**src/sv/assert_macros.svh**
```systemverilog
// Assertion macros shared by the speed set-point limiter RTL.
`ifndef ASSERT_MACROS_SVH
`define ASSERT_MACROS_SVH

// Same-cycle implication, disabled while reset is high.
`define ASSERT_IMPLY(name, clk, rst, ante, cons) \
   name: assert property (@(posedge clk) disable iff (rst) (ante) |-> (cons)) \
      else $error("assertion failed");

// Next-cycle implication, disabled while reset is high.
`define ASSERT_NEXT(name, clk, rst, ante, cons) \
   name: assert property (@(posedge clk) disable iff (rst) (ante) |=> (cons)) \
      else $error("assertion failed");

`endif

```
**src/sv/vssl_pkg.sv**
```systemverilog
// Types and constants shared by the speed set-point limiter modules.
`timescale 1ns / 1ps

package vssl_pkg;

   localparam int SPEED_W    = 13;
   localparam int PROB_W     = 13;
   localparam int ANGLE_W    = 12;
   localparam int ACTION_W   = 3;
   localparam int COUNT_W    = 8;
   localparam int BRAKE_W    = 11;
   localparam int SLEW_W     = 16;
   localparam int REQ_DATA_W = 80;
   localparam int RSP_DATA_W = 40;
   localparam int CSR_ADDR_W = 4;
   localparam int CSR_DATA_W = 32;
   localparam int QUEUE_DEPTH = 2;
   localparam int QUEUE_PTR_W = $clog2(QUEUE_DEPTH);
   localparam int QUEUE_CNT_W = $clog2(QUEUE_DEPTH + 1);

   localparam logic [PROB_W-1:0] Q12_ONE = 13'd4096;

   localparam logic [ACTION_W-1:0] ACT_OTHER         = 3'd0;
   localparam logic [ACTION_W-1:0] ACT_SLOW_RIGHT    = 3'd1;
   localparam logic [ACTION_W-1:0] ACT_SLOW_LEFT     = 3'd2;
   localparam logic [ACTION_W-1:0] ACT_NORMAL_RIGHT  = 3'd3;
   localparam logic [ACTION_W-1:0] ACT_NORMAL_LEFT   = 3'd4;
   localparam logic [ACTION_W-1:0] ACT_PARK_DETECT   = 3'd5;

   localparam logic [1:0] REG_MIN_SPEED       = 2'd0;
   localparam logic [1:0] REG_CURVE_SPEED     = 2'd1;
   localparam logic [1:0] REG_DETECTION_SPEED = 2'd2;

   localparam logic [SPEED_W-1:0] MIN_SPEED_RESET       = 13'd512;
   localparam logic [SPEED_W-1:0] CURVE_SPEED_RESET     = 13'd1024;
   localparam logic [SPEED_W-1:0] DETECTION_SPEED_RESET = 13'd768;

   typedef struct packed {
      logic [SPEED_W-1:0] min_speed;
      logic [SPEED_W-1:0] curve_speed;
      logic [SPEED_W-1:0] detection_speed;
   } csr_type;

   typedef struct packed {
      logic [PROB_W-1:0]  p;
      logic [PROB_W-1:0]  c;
      logic [ANGLE_W-1:0] a;
      logic [SPEED_W-1:0] mn_b;
      logic [SPEED_W-1:0] mx_b;
      logic [PROB_W-1:0]  mx_w;
      logic               mx_same;
   } cmd_type;

   typedef struct packed {
      logic    valid;
      cmd_type cmd;
   } queue_write_type;

   typedef struct packed {
      logic    full;
      logic    empty;
      cmd_type head;
   } queue_status_type;

   typedef enum logic [3:0] {
      ST_IDLE,
      ST_MN,
      ST_MX,
      ST_TS,
      ST_TD,
      ST_DR,
      ST_NUM,
      ST_QT,
      ST_TGT,
      ST_BR,
      ST_FIN
   } back_state_type;

endpackage

```
**src/sv/vssl_front.sv**
```systemverilog
// Front end: accepts request transactions, tracks the detection countdown, selects blend operands.
`timescale 1ns / 1ps

module vssl_front (
   input  logic                              clock,
   input  logic                              reset,
   input  vssl_pkg::csr_type                 csr,
   input  logic                              req_tvalid,
   output logic                              req_tready,
   // Fields from bit 0 up: lane_probability, sign_absent, steer_angle, straight_slow,
   // straight_normal, curve_likelihood, countdown_load, countdown_value, zero fill.
   input  logic [vssl_pkg::REQ_DATA_W-1:0]   req_tdata,
   // Fields from bit 0 up: action.
   input  logic [vssl_pkg::ACTION_W-1:0]     req_tuser,
   input  logic                              queue_full,
   output vssl_pkg::queue_write_type         queue_write,
   output logic [vssl_pkg::COUNT_W-1:0]      countdown
);

   logic                              accept;
   logic [vssl_pkg::PROB_W-1:0]       p_raw;
   logic [vssl_pkg::PROB_W-1:0]       c_raw;
   logic [vssl_pkg::PROB_W-1:0]       p_clamped;
   logic [vssl_pkg::PROB_W-1:0]       c_clamped;
   logic                              sign_absent;
   logic [vssl_pkg::ANGLE_W-1:0]      steer_angle;
   logic [vssl_pkg::ANGLE_W-1:0]      angle_abs;
   logic [vssl_pkg::SPEED_W-1:0]      straight_slow;
   logic [vssl_pkg::SPEED_W-1:0]      straight_normal;
   logic                              countdown_load;
   logic [vssl_pkg::COUNT_W-1:0]      countdown_value;
   logic [vssl_pkg::COUNT_W-1:0]      countdown_eff;
   logic [vssl_pkg::COUNT_W-1:0]      countdown_ff;
   logic [vssl_pkg::COUNT_W-1:0]      countdown_in;
   logic [vssl_pkg::SPEED_W-1:0]      det_min;
   logic                              detect_mode;
   vssl_pkg::cmd_type                 cmd;

   assign req_tready = !queue_full;
   assign accept     = req_tvalid && req_tready;

   assign p_raw           = req_tdata[12:0];
   assign sign_absent     = req_tdata[13];
   assign steer_angle     = req_tdata[25:14];
   assign straight_slow   = req_tdata[38:26];
   assign straight_normal = req_tdata[51:39];
   assign c_raw           = req_tdata[64:52];
   assign countdown_load  = req_tdata[65];
   assign countdown_value = req_tdata[73:66];

   assign p_clamped = (p_raw > vssl_pkg::Q12_ONE) ? vssl_pkg::Q12_ONE : p_raw;
   assign c_clamped = (c_raw > vssl_pkg::Q12_ONE) ? vssl_pkg::Q12_ONE : c_raw;
   assign angle_abs = steer_angle[vssl_pkg::ANGLE_W-1] ? (~steer_angle + 12'd1) : steer_angle;

   assign countdown_eff = countdown_load ? countdown_value : countdown_ff;
   assign det_min = (csr.curve_speed < csr.detection_speed) ? csr.curve_speed
                                                            : csr.detection_speed;
   assign detect_mode = (countdown_eff != '0)
                        || (sign_absent && (req_tuser == vssl_pkg::ACT_PARK_DETECT));

   always_comb begin
      cmd.p       = p_clamped;
      cmd.c       = c_clamped;
      cmd.a       = angle_abs;
      cmd.mn_b    = csr.curve_speed;
      cmd.mx_b    = csr.curve_speed;
      cmd.mx_w    = p_clamped;
      cmd.mx_same = 1'b1;
      if (detect_mode) begin
         cmd.mn_b    = det_min;
         cmd.mx_b    = csr.detection_speed;
         cmd.mx_same = 1'b0;
      end else if (sign_absent) begin
         unique case (req_tuser) inside
            vssl_pkg::ACT_SLOW_RIGHT, vssl_pkg::ACT_SLOW_LEFT: begin
               cmd.mx_b    = straight_slow;
               cmd.mx_same = 1'b0;
            end
            vssl_pkg::ACT_NORMAL_RIGHT, vssl_pkg::ACT_NORMAL_LEFT: begin
               cmd.mx_b    = straight_normal;
               cmd.mx_same = 1'b0;
            end
            default: begin
               cmd.mx_same = 1'b1;
            end
         endcase
         if ((req_tuser == vssl_pkg::ACT_SLOW_LEFT) || (req_tuser == vssl_pkg::ACT_NORMAL_LEFT)) begin
            cmd.mx_w = p_clamped >> 1;
         end
      end
   end

   always_comb begin
      countdown_in = countdown_ff;
      if (accept) begin
         countdown_in = (countdown_eff != '0) ? (countdown_eff - 8'd1) : countdown_eff;
      end
   end

   always_ff @(posedge clock) begin
      if (reset) begin
         countdown_ff <= '0;
      end else begin
         countdown_ff <= countdown_in;
      end
   end

   assign queue_write.valid = accept;
   assign queue_write.cmd   = cmd;
   assign countdown         = countdown_ff;

endmodule

```
**src/sv/vssl_queue.sv**
```systemverilog
// Two-entry command queue between the front end and the back end.
`timescale 1ns / 1ps

module vssl_queue (
   input  logic                       clock,
   input  logic                       reset,
   input  vssl_pkg::queue_write_type  queue_write,
   input  logic                       pop,
   output vssl_pkg::queue_status_type status
);

   vssl_pkg::cmd_type                     entry_ff [vssl_pkg::QUEUE_DEPTH];
   logic [vssl_pkg::QUEUE_PTR_W-1:0]      wr_ptr_ff;
   logic [vssl_pkg::QUEUE_PTR_W-1:0]      wr_ptr_in;
   logic [vssl_pkg::QUEUE_PTR_W-1:0]      rd_ptr_ff;
   logic [vssl_pkg::QUEUE_PTR_W-1:0]      rd_ptr_in;
   logic [vssl_pkg::QUEUE_CNT_W-1:0]      count_ff;
   logic [vssl_pkg::QUEUE_CNT_W-1:0]      count_in;
   logic                                  push;

   assign push = queue_write.valid;

   always_comb begin
      wr_ptr_in = wr_ptr_ff;
      rd_ptr_in = rd_ptr_ff;
      count_in  = count_ff;
      if (push) begin
         wr_ptr_in = (wr_ptr_ff == vssl_pkg::QUEUE_PTR_W'(vssl_pkg::QUEUE_DEPTH - 1))
                     ? '0 : wr_ptr_ff + 1'b1;
      end
      if (pop) begin
         rd_ptr_in = (rd_ptr_ff == vssl_pkg::QUEUE_PTR_W'(vssl_pkg::QUEUE_DEPTH - 1))
                     ? '0 : rd_ptr_ff + 1'b1;
      end
      if (push && !pop) begin
         count_in = count_ff + 1'b1;
      end else if (pop && !push) begin
         count_in = count_ff - 1'b1;
      end
   end

   always_ff @(posedge clock) begin
      if (reset) begin
         wr_ptr_ff <= '0;
         rd_ptr_ff <= '0;
         count_ff  <= '0;
      end else begin
         wr_ptr_ff <= wr_ptr_in;
         rd_ptr_ff <= rd_ptr_in;
         count_ff  <= count_in;
      end
   end

   always_ff @(posedge clock) begin
      if (push) begin
         entry_ff[wr_ptr_ff] <= queue_write.cmd;
      end
   end

   assign status.full  = (count_ff == vssl_pkg::QUEUE_CNT_W'(vssl_pkg::QUEUE_DEPTH));
   assign status.empty = (count_ff == '0);
   assign status.head  = entry_ff[rd_ptr_ff];

endmodule

```
**src/sv/vssl_back.sv**
```systemverilog
// Back end: sequencer around one shared multiplier computing target, brake and slewed speed.
`timescale 1ns / 1ps

module vssl_back (
   input  logic                              clock,
   input  logic                              reset,
   input  logic [vssl_pkg::SPEED_W-1:0]      min_speed,
   input  vssl_pkg::queue_status_type        queue_status,
   output logic                              pop,
   output logic                              rsp_tvalid,
   input  logic                              rsp_tready,
   // Fields from bit 0 up: set_speed, brake_amount, slewed_speed.
   output logic [vssl_pkg::RSP_DATA_W-1:0]   rsp_tdata
);

   localparam int MUL_W  = 22;
   localparam int PROD_W = 2 * MUL_W;
   localparam logic [vssl_pkg::ANGLE_W-1:0] STRAIGHT_ZONE = 12'd160;
   localparam logic [16:0] RECIP_5  = 17'd52429;
   localparam logic [20:0] RECIP_15 = 21'd1118482;
   localparam logic signed [16:0] STEP_UP   = 17'sd102;
   localparam logic signed [16:0] STEP_DOWN = -17'sd307;
   localparam logic signed [17:0] SAT_HI = 18'sd32767;
   localparam logic signed [17:0] SAT_LO = -18'sd32768;
   localparam logic [vssl_pkg::BRAKE_W-1:0] BRAKE_MAX = 11'd1024;

   vssl_pkg::back_state_type             state_ff;
   vssl_pkg::back_state_type             state_in;
   vssl_pkg::cmd_type                    cmd_ff;
   logic signed [MUL_W-1:0]              op_a;
   logic signed [MUL_W-1:0]              op_b;
   logic signed [PROD_W-1:0]             prod_in;
   logic signed [PROD_W-1:0]             prod_ff;
   logic [vssl_pkg::SPEED_W-1:0]         mn_ff;
   logic [vssl_pkg::SPEED_W-1:0]         mx_ff;
   logic [vssl_pkg::SPEED_W-1:0]         mx_cur;
   logic                                 neg_ff;
   logic signed [15:0]                   target_ff;
   logic                                 brake_on_ff;
   logic                                 brake_big_ff;
   logic signed [15:0]                   prev_ff;
   logic signed [15:0]                   prev_in;
   logic                                 rsp_valid_ff;
   logic                                 rsp_valid_in;
   logic [vssl_pkg::RSP_DATA_W-1:0]      rsp_data_ff;
   logic                                 fin_fire;

   logic [PROD_W-1:0]                    blend_sum;
   logic [vssl_pkg::SPEED_W-1:0]         blend_res;
   logic [19:0]                          ts_sum;
   logic [14:0]                          t_y;
   logic [vssl_pkg::PROB_W-1:0]          t_val;
   logic [PROD_W-1:0]                    num_abs;
   logic [23:0]                          q_sum;
   logic [18:0]                          q_y;
   logic [17:0]                          q_ext;
   logic signed [17:0]                   target_wide;
   logic signed [15:0]                   target_cur;
   logic signed [16:0]                   d_val;
   logic [16:0]                          d_abs;
   logic signed [20:0]                   ten_t;
   logic signed [20:0]                   nine_p;
   logic [21:0]                          br_sum;
   logic [13:0]                          br_y;
   logic [11:0]                          brake_b;
   logic [vssl_pkg::BRAKE_W-1:0]         brake_val;
   logic signed [16:0]                   set_wide;
   logic [vssl_pkg::SPEED_W-1:0]         set_val;
   logic signed [16:0]                   diff_raw;
   logic signed [16:0]                   diff_clamped;
   logic signed [17:0]                   prev_sum;

   assign blend_sum = prod_ff + PROD_W'(2048);
   assign blend_res = min_speed + blend_sum[24:12];
   assign ts_sum    = prod_ff[19:0] + 20'd80;
   assign t_y       = ts_sum[19:5];
   assign t_val     = prod_ff[30:18];
   assign mx_cur    = (cmd_ff.a < STRAIGHT_ZONE) ? blend_res : mx_ff;
   assign num_abs   = prod_ff[PROD_W-1] ? (-prod_ff) : prod_ff;
   assign q_sum     = num_abs[23:0] + 24'd240;
   assign q_y       = q_sum[23:5];
   assign q_ext     = {2'b00, prod_ff[39:24]};

   assign target_wide = $signed({5'b00000, mx_ff}) + (neg_ff ? -$signed(q_ext) : $signed(q_ext));
   always_comb begin
      if (target_wide > SAT_HI) begin
         target_cur = 16'sh7fff;
      end else if (target_wide < SAT_LO) begin
         target_cur = -16'sh8000;
      end else begin
         target_cur = target_wide[15:0];
      end
   end

   assign d_val  = {prev_ff[15], prev_ff} - {target_cur[15], target_cur};
   assign d_abs  = d_val[16] ? (-d_val) : d_val;
   assign ten_t  = ({{5{target_cur[15]}}, target_cur} <<< 3)
                   + ({{5{target_cur[15]}}, target_cur} <<< 1);
   assign nine_p = ({{5{prev_ff[15]}}, prev_ff} <<< 3) + {{5{prev_ff[15]}}, prev_ff};

   assign br_sum  = prod_ff[21:0] + 22'd640;
   assign br_y    = br_sum[21:8];
   assign brake_b = prod_ff[29:18];

   always_comb begin
      if (!brake_on_ff) begin
         brake_val = '0;
      end else if (brake_big_ff || (brake_b > 12'(BRAKE_MAX))) begin
         brake_val = BRAKE_MAX;
      end else begin
         brake_val = brake_b[vssl_pkg::BRAKE_W-1:0];
      end
   end

   assign set_wide = {target_ff[15], target_ff} - $signed({6'b000000, brake_val});
   always_comb begin
      if (set_wide < 17'sd0) begin
         set_val = '0;
      end else if (set_wide > 17'sd8191) begin
         set_val = 13'd8191;
      end else begin
         set_val = set_wide[vssl_pkg::SPEED_W-1:0];
      end
   end

   assign diff_raw = {target_ff[15], target_ff} - {prev_ff[15], prev_ff};
   always_comb begin
      if (diff_raw > STEP_UP) begin
         diff_clamped = STEP_UP;
      end else if (diff_raw < STEP_DOWN) begin
         diff_clamped = STEP_DOWN;
      end else begin
         diff_clamped = diff_raw;
      end
   end

   assign prev_sum = {{2{prev_ff[15]}}, prev_ff} + {diff_clamped[16], diff_clamped};

   always_comb begin
      state_in = state_ff;
      unique case (state_ff)
         vssl_pkg::ST_IDLE: begin
            if (!queue_status.empty) begin
               state_in = vssl_pkg::ST_MN;
            end
         end
         vssl_pkg::ST_MN:  state_in = vssl_pkg::ST_MX;
         vssl_pkg::ST_MX:  state_in = vssl_pkg::ST_TS;
         vssl_pkg::ST_TS:  state_in = vssl_pkg::ST_TD;
         vssl_pkg::ST_TD:  state_in = vssl_pkg::ST_DR;
         vssl_pkg::ST_DR:  state_in = vssl_pkg::ST_NUM;
         vssl_pkg::ST_NUM: state_in = vssl_pkg::ST_QT;
         vssl_pkg::ST_QT:  state_in = vssl_pkg::ST_TGT;
         vssl_pkg::ST_TGT: state_in = vssl_pkg::ST_BR;
         vssl_pkg::ST_BR:  state_in = vssl_pkg::ST_FIN;
         vssl_pkg::ST_FIN: begin
            if (!rsp_valid_ff || rsp_tready) begin
               state_in = vssl_pkg::ST_IDLE;
            end
         end
         default: state_in = vssl_pkg::ST_IDLE;
      endcase
   end

   always_comb begin
      pop      = 1'b0;
      fin_fire = 1'b0;
      op_a     = '0;
      op_b     = '0;
      unique case (state_ff)
         vssl_pkg::ST_IDLE: begin
            pop = !queue_status.empty;
         end
         vssl_pkg::ST_MN: begin
            op_a = MUL_W'(cmd_ff.mn_b) - MUL_W'(min_speed);
            op_b = MUL_W'(cmd_ff.p);
         end
         vssl_pkg::ST_MX: begin
            op_a = MUL_W'(cmd_ff.mx_b) - MUL_W'(min_speed);
            op_b = MUL_W'(cmd_ff.mx_w);
         end
         vssl_pkg::ST_TS: begin
            op_a = MUL_W'(cmd_ff.c);
            op_b = MUL_W'(STRAIGHT_ZONE) - MUL_W'(cmd_ff.a);
         end
         vssl_pkg::ST_TD: begin
            op_a = MUL_W'(t_y);
            op_b = MUL_W'(RECIP_5);
         end
         vssl_pkg::ST_DR: begin
            op_a = MUL_W'(mx_ff) - MUL_W'(min_speed);
            op_b = MUL_W'(vssl_pkg::Q12_ONE) - MUL_W'(t_val);
         end
         vssl_pkg::ST_NUM: begin
            op_a = MUL_W'(mn_ff) - MUL_W'(mx_cur);
            op_b = MUL_W'(cmd_ff.a);
         end
         vssl_pkg::ST_QT: begin
            op_a = MUL_W'(q_y);
            op_b = MUL_W'(RECIP_15);
         end
         vssl_pkg::ST_TGT: begin
            op_a = MUL_W'(d_abs[10:0]);
            op_b = MUL_W'(d_abs[10:0]);
         end
         vssl_pkg::ST_BR: begin
            op_a = MUL_W'(br_y);
            op_b = MUL_W'(RECIP_5);
         end
         vssl_pkg::ST_FIN: begin
            fin_fire = !rsp_valid_ff || rsp_tready;
         end
         default: begin
            pop = 1'b0;
         end
      endcase
   end

   assign prod_in = op_a * op_b;

   always_comb begin
      prev_in      = prev_ff;
      rsp_valid_in = rsp_valid_ff;
      if (rsp_tready) begin
         rsp_valid_in = 1'b0;
      end
      if (fin_fire) begin
         rsp_valid_in = 1'b1;
         if (prev_sum > SAT_HI) begin
            prev_in = 16'sh7fff;
         end else if (prev_sum < SAT_LO) begin
            prev_in = -16'sh8000;
         end else begin
            prev_in = prev_sum[15:0];
         end
      end
   end

   always_ff @(posedge clock) begin
      if (reset) begin
         state_ff     <= vssl_pkg::ST_IDLE;
         prev_ff      <= '0;
         rsp_valid_ff <= 1'b0;
      end else begin
         state_ff     <= state_in;
         prev_ff      <= prev_in;
         rsp_valid_ff <= rsp_valid_in;
      end
   end

   always_ff @(posedge clock) begin
      if (pop) begin
         cmd_ff <= queue_status.head;
      end
      if ((state_ff != vssl_pkg::ST_IDLE) && (state_ff != vssl_pkg::ST_FIN)) begin
         prod_ff <= prod_in;
      end
      case (state_ff)
         vssl_pkg::ST_MX: begin
            mn_ff <= blend_res;
         end
         vssl_pkg::ST_TS: begin
            mx_ff <= cmd_ff.mx_same ? mn_ff : blend_res;
         end
         vssl_pkg::ST_NUM: begin
            mx_ff <= mx_cur;
         end
         vssl_pkg::ST_QT: begin
            neg_ff <= prod_ff[PROD_W-1];
         end
         vssl_pkg::ST_TGT: begin
            target_ff    <= target_cur;
            brake_on_ff  <= ten_t < nine_p;
            brake_big_ff <= d_abs > 17'd2047;
         end
         default: begin
         end
      endcase
      if (fin_fire) begin
         rsp_data_ff <= {prev_in, brake_val, set_val};
      end
   end

   assign rsp_tvalid = rsp_valid_ff;
   assign rsp_tdata  = rsp_data_ff;

endmodule

```
**src/sv/vehicle_speed_setpoint_limiter.sv**
```systemverilog
// Speed set-point limiter: turns one frame's lane, action and steering data into a set speed.
//
// Requests arrive on the req_ stream channel, one transaction per camera frame; results
// leave on the rsp_ stream channel, one transaction per request, in order. The csr_ port
// holds the lowest, curve and detection speeds at byte addresses 0, 4 and 8; the user must
// write it only while the block is idle, which the block itself does not enforce.
// The front end accepts a request, updates the detection countdown and queues the chosen
// blend operands in a two-entry queue. Each back-end transaction takes nine steps through
// one shared 22 x 22 bit multiplier, each followed by a product register, one step that
// forms the result, and an idle step that takes the next queue entry.
// Reset clears the slewed speed, the countdown, the queue and the result valid flag, and
// loads the register defaults; a request can be taken as soon as reset is released.
// When the receiver stalls, the result waits in the output register, the back end holds in
// its last step, the queue fills, and req_tready then stays low until the back end takes
// the next queue entry.
`timescale 1ns / 1ps
`include "assert_macros.svh"

module vehicle_speed_setpoint_limiter (
   input  logic                              clock,
   input  logic                              reset,
   input  logic                              req_tvalid,
   output logic                              req_tready,
   // Fields from bit 0 up: lane_probability, sign_absent, steer_angle, straight_slow,
   // straight_normal, curve_likelihood, countdown_load, countdown_value, zero fill.
   input  logic [vssl_pkg::REQ_DATA_W-1:0]   req_tdata,
   // Fields from bit 0 up: action.
   input  logic [vssl_pkg::ACTION_W-1:0]     req_tuser,
   output logic                              rsp_tvalid,
   input  logic                              rsp_tready,
   // Fields from bit 0 up: set_speed, brake_amount, slewed_speed.
   output logic [vssl_pkg::RSP_DATA_W-1:0]   rsp_tdata,
   input  logic                              csr_psel,
   input  logic                              csr_penable,
   input  logic                              csr_pwrite,
   input  logic [vssl_pkg::CSR_ADDR_W-1:0]   csr_paddr,
   input  logic [vssl_pkg::CSR_DATA_W-1:0]   csr_pwdata,
   output logic [vssl_pkg::CSR_DATA_W-1:0]   csr_prdata,
   output logic                              csr_pready
);

   vssl_pkg::csr_type                 csr_ff;
   vssl_pkg::csr_type                 csr_in;
   logic                              csr_write;
   logic [1:0]                        csr_index;
   vssl_pkg::queue_write_type         queue_write;
   vssl_pkg::queue_status_type        queue_status;
   logic                              back_pop;
   logic [vssl_pkg::COUNT_W-1:0]      countdown;
   logic                              cd_step;

   assign csr_pready = 1'b1;
   assign csr_write  = csr_psel && csr_penable && csr_pwrite && csr_pready;
   assign csr_index  = csr_paddr[3:2];

   always_comb begin
      csr_in = csr_ff;
      if (csr_write) begin
         unique case (csr_index)
            vssl_pkg::REG_MIN_SPEED:       csr_in.min_speed       = csr_pwdata[12:0];
            vssl_pkg::REG_CURVE_SPEED:     csr_in.curve_speed     = csr_pwdata[12:0];
            vssl_pkg::REG_DETECTION_SPEED: csr_in.detection_speed = csr_pwdata[12:0];
            default:                       csr_in = csr_ff;
         endcase
      end
   end

   always_comb begin
      unique case (csr_index)
         vssl_pkg::REG_MIN_SPEED:       csr_prdata = 32'(csr_ff.min_speed);
         vssl_pkg::REG_CURVE_SPEED:     csr_prdata = 32'(csr_ff.curve_speed);
         vssl_pkg::REG_DETECTION_SPEED: csr_prdata = 32'(csr_ff.detection_speed);
         default:                       csr_prdata = '0;
      endcase
   end

   always_ff @(posedge clock) begin
      if (reset) begin
         csr_ff.min_speed       <= vssl_pkg::MIN_SPEED_RESET;
         csr_ff.curve_speed     <= vssl_pkg::CURVE_SPEED_RESET;
         csr_ff.detection_speed <= vssl_pkg::DETECTION_SPEED_RESET;
      end else begin
         csr_ff <= csr_in;
      end
   end

   vssl_front u_front (
      .clock       (clock),
      .reset       (reset),
      .csr         (csr_ff),
      .req_tvalid  (req_tvalid),
      .req_tready  (req_tready),
      .req_tdata   (req_tdata),
      .req_tuser   (req_tuser),
      .queue_full  (queue_status.full),
      .queue_write (queue_write),
      .countdown   (countdown)
   );

   vssl_queue u_queue (
      .clock       (clock),
      .reset       (reset),
      .queue_write (queue_write),
      .pop         (back_pop),
      .status      (queue_status)
   );

   vssl_back u_back (
      .clock        (clock),
      .reset        (reset),
      .min_speed    (csr_ff.min_speed),
      .queue_status (queue_status),
      .pop          (back_pop),
      .rsp_tvalid   (rsp_tvalid),
      .rsp_tready   (rsp_tready),
      .rsp_tdata    (rsp_tdata)
   );

   assign cd_step = queue_write.valid && !req_tdata[65] && (countdown != '0);

   `ASSERT_IMPLY(a_pop_needs_entry, clock, reset, back_pop, !queue_status.empty)
   `ASSERT_IMPLY(a_brake_capped, clock, reset, rsp_tvalid, rsp_tdata[23:13] <= 11'd1024)
   `ASSERT_NEXT(a_countdown_step, clock, reset, cd_step, countdown == $past(countdown) - 8'd1)

endmodule
```
**config.mk**
```make
export PLATFORM = sky130hd
export DESIGN_NAME = vehicle_speed_setpoint_limiter
export DESIGN_NICKNAME = d
export VERILOG_FILES = /design/src/sv/vssl_pkg.sv /design/src/sv/vssl_front.sv /design/src/sv/vssl_queue.sv /design/src/sv/vssl_back.sv /design/src/sv/vehicle_speed_setpoint_limiter.sv
export VERILOG_INCLUDE_DIRS = /design/src /design/src/sv
export SDC_FILE = /design/constraint.sdc
export NUM_CORES = 2
export LEC_CHECK = 0
export ABC_AREA = 1
export BUFFER_PORTS_ARGS = -buffer_cell sky130_fd_sc_hd__buf_2
export CORE_UTILIZATION = 30
export DETAILED_ROUTE_END_ITERATION = 8
export PLACE_DENSITY = 0.44
export SLEW_MARGIN = 10
export SYNTH_ARGS = -nofsm -noshare
export SYNTH_HDL_FRONTEND = slang
export SYNTH_HIERARCHICAL = 1
export SYNTH_SLANG_ARGS = --single-unit
```
**constraint.sdc**
```tcl
create_clock -name clock -period 14.62 [get_ports clock]
set_input_delay 2.924 -clock clock [delete_from_list [all_inputs] [get_ports clock]]
set_output_delay 2.924 -clock clock [all_outputs]
set_load 0.005 [all_outputs]
```
==> impl_metrics.env <==
export IMPL_min_from="u_front/countdown[5]$_SDFFE_PP0P_"
export IMPL_drc=0
export IMPL_synth_seq_area_share=0.257
export IMPL_grt_pass1_vias=36900
export IMPL_max_cap_violations=0
export IMPL_post_dp_hpwl_mm=123
export IMPL_ios=201
export IMPL_syn_cell_area_um2=47800
export IMPL_critPathSlowestCell="sky130_fd_sc_hd__nand3_2"
export IMPL_grtUsageTotal=0.187
export IMPL_clock_tree_from_tritoncts="done"
export IMPL_die_height_um=401
export IMPL_cts_inserted_buffers=47
export IMPL_total_overflow_reported_by_the_global_router=0
export IMPL_synth_async_sr_flop_share=0
export IMPL_synth_warnings=6
export IMPL_area_growth_from_synthesis_to_final_layout_pct=9.60
export IMPL_rows=146
export IMPL_crit_path_most_repeated_cell="sky130_fd_sc_hd__nand2_1"
export IMPL_clock_tree_buffer_depth=3
export IMPL_critPathArrivalTime_ns=13.72
export IMPL_fin_setup_tns_ns=0
export IMPL_floorplan_die_area_um2=161000
export IMPL_numPortBuffers=153
export IMPL_tightest_slew_ns=1.23
export IMPL_gp_congestion=0.929
export IMPL_path_class="reg -> reg"
export IMPL_timing_critical_path_required_ns=15.00
export IMPL_cts_setup_buffers=0
export IMPL_die_width_um=401
export IMPL_syn_instance_count=5752
export IMPL_drive_gt1_frac=0.0965
export IMPL_commonest_non_fill_non_tap_cells_in_the_layout="sky130_fd_sc_hd__nand2_1, sky130_fd_sc_hd__inv_1, sky130_fd_sc_hd__fa_1"
export IMPL_finClkSkew_ns=0.0233
export IMPL_synth_cell_type_count=76
export IMPL_avgRoutedWirePerCell_um=18.9
export IMPL_worstReg2RegStart="u_back/prod_ff[24]$_DFFE_PP_"
export IMPL_path_max_fanout=18
export IMPL_cts_max_level=2
export IMPL_route_antenna_remaining_nets=0
export IMPL_num_nets_final=6836
export IMPL_synth_seq_cells=433
export IMPL_timing_final_setup_violations=0
export IMPL_cpPeakStageDelay_ns=0.64
export IMPL_initial_core_util=0.302
export IMPL_setup_worst_path_start="u_back/prod_ff[24]$_DFFE_PP_"
export IMPL_rrSetupSlack_ns=1.28
export IMPL_outcome="finished, final reports clean"
export IMPL_drt_iter0_drc=2430
export IMPL_layout_worst_path_cycle_share=0.913
export IMPL_layout_min_cycle_time_ns=13.34
export IMPL_synth_edf_count=360
export IMPL_grt_start_max_net_pins=50
export IMPL_global_route_wire_length_before_repair_mm=229
export IMPL_first_pass_iters=8
export IMPL_filler_cell_count=16900
export IMPL_setup_repair_after_global_routing_missed_its_margin="false"
export IMPL_final_hold_violation_count=0
export IMPL_via_count=37700
export IMPL_antenna_violations_before_repair=4
export IMPL_clk_insertion_delay_late_ns=0.63
export IMPL_netlist_top_cell_by_area="sky130_fd_sc_hd__edfxtp_1"
export IMPL_mostFrequentLayoutCell="sky130_fd_sc_hd__nand2_1"
export IMPL_worst_r2r_path_depth=55
export IMPL_core_area_um2=158000
export IMPL_clk_transition_reported_paths_ns=0.06
export IMPL_cts_root_buffer="sky130_fd_sc_hd__clkbuf_16"
export IMPL_synthTopCellsByArea="sky130_fd_sc_hd__edfxtp_1, sky130_fd_sc_hd__fa_1, sky130_fd_sc_hd__nand2_1"
export IMPL_worstSetupEndpointType="register"
export IMPL_min_path_type="reg -> reg"
export IMPL_post_cts_resize_count=0
export IMPL_synth_top_area_frac=0.226
export IMPL_average_cell_area_after_synthesis_um2=8.31
export IMPL_leading_register_cell_type_out_of_synthesis="sky130_fd_sc_hd__edfxtp_1"
export IMPL_worstSetupStartpointType="register"
export IMPL_detail_route_vias_per_cell=4.72
export IMPL_post_cts_hold_buffer_count=0
export IMPL_relSlewSlack=0.175
export IMPL_cts_num_sinks=433
export IMPL_routed_wirelength_mm=151
export IMPL_max_frequency_ghz=0.0749
export IMPL_timing_final_max_slew_violations=0
export IMPL_reg2reg_to="u_back/prod_ff[37]$_DFFE_PP_"
export IMPL_crit_path_end="u_back/prod_ff[37]$_DFFE_PP_"
-- stage by stage --
step	area [um^2]	setup slack, ns	std cells	hold WS (ns)	util
6_report	52400	1.28	7990	0.465	0.331
5_1_grt	52400	0.302	7989	0.487	0.331
4_1_cts	52400	1.22	7988	0.469	0.331
3_5_place_dp	50700	1.25	7900	0.459	0.320
3_3_place_gp	50700	1.34	7900	0.453	0.320
2_1_floorplan	47800	3.95	5770	0.421	-
-- layout make-up --
| class | instances | area [um^2] | area share |
|---|---|---|---|
| Antenna cell | 2 | 5.00 | 0.0000956 |
| Clock buffer | 60 | 1270 | 0.0243 |
| Clock inverter | 28 | 403 | 0.00769 |
| Inverter | 1168 | 4390 | 0.0838 |
| Multi-Input combinational cell | 4029 | 30300 | 0.579 |
| Sequential cell | 433 | 12300 | 0.234 |
| Tap cell | 2072 | 2590 | 0.0495 |
| Timing Repair Buffer | 198 | 1100 | 0.0211 |
-- kinds of logic (layout without fill, tap and decap cells) --
kind of cell    count (synthesis)  after routing  share of synthesized area
flops                         433            433                      0.257
mux                            79             79                     0.0202
other cells                     2             22                   0.000157
simple gates                 2256           2256                      0.204
compound gates                661            661                     0.0808
fa+ha+maj                     833            833                      0.294
xor+xnor                      180            180                     0.0335
buf+inv                      1308           1454                      0.111
-- per-layer routing --
metal / global-route usage / wire, um / up-vias / part of all wire
li1: - / - / 18400 / -
met1: 0.271 / 72200 / 18200 / 0.48
met2: 0.302 / 69400 / 864 / 0.46
met3: 0.0168 / 6550 / 121 / 0.043
met4: 0.0352 / 2820 / 0 / 0.019
met5: 0 / 0 / - / 0
-- worst min path at each step --
stage / end / slack [ns] / depth (start not counted)
6_report: u_front/countdown[5]$_SDFFE_PP0P_ / 0.47 / 2
5_1_grt: u_front/countdown[3]$_SDFFE_PP0P_ / 0.49 / 2
4_1_cts: u_front/countdown[6]$_SDFFE_PP0P_ / 0.47 / 2
3_5_place_dp: u_front/countdown[5]$_SDFFE_PP0P_ / 0.46 / 2
3_3_place_gp: u_front/countdown[2]$_SDFFE_PP0P_ / 0.45 / 2
2_1_floorplan: u_back/neg_ff$_DFFE_PP_ / 0.42 / 0
-- registers in the layout (all words and copies together), names as in the netlist, 2 cells and up, named ones only --
signal and flops:
u_back/mn_ff 13, u_back/prev_ff 16, u_back/cmd_ff 78, csr_ff 39, u_back/target_ff 16, u_back/prod_ff 41
u_back/rsp_tdata 40, u_back/mx_ff 13, u_queue/entry_ff 156, u_front/countdown 8, u_back/state_ff 4, u_queue/count_ff 2
-- synthesized netlist by cell type (all sizes together) (2+ instances only) --
cell and instances:
buf 111, a31oi 19, or2 15, inv 1166, o211ai 21, nor3 76
conb 2, a22o 3, edfxtp 360, nand2 1250, o21a 8, a211oi 11
nand3b 11, a2111oi 6, mux2 78, o221ai 3, a21boi 15, nor4 12
fa 480, clkbuf 29, xor2 110, a21o 25, dfxtp 73, and2 5
nor2 522, nor3b 2, ha 353, nand3 318, o22ai 9, clkinv 2
a221oi 6, o31ai 10, o2111ai 11, o21ai 207, xnor2 70, o21bai 12
nand4 42, a21oi 290, nand2b 2
-- worst max-delay path: cells and delay by family, from the launching register on --
kind / cells / cell delay, ns
xor gates and xnor gates: 2 / 0.22
adders and majority gates: 13 / 5.83
and+or+nand+nor: 26 / 4.09
DFF: 1 / 0.62
AOI/OAI and AO/OA: 5 / 1.58
buffers and inverters: 9 / 0.74
Power is left out: the tool's default activity adds up to more than one toggle a clock period on the data nets, which glitch-free logic cannot reach.
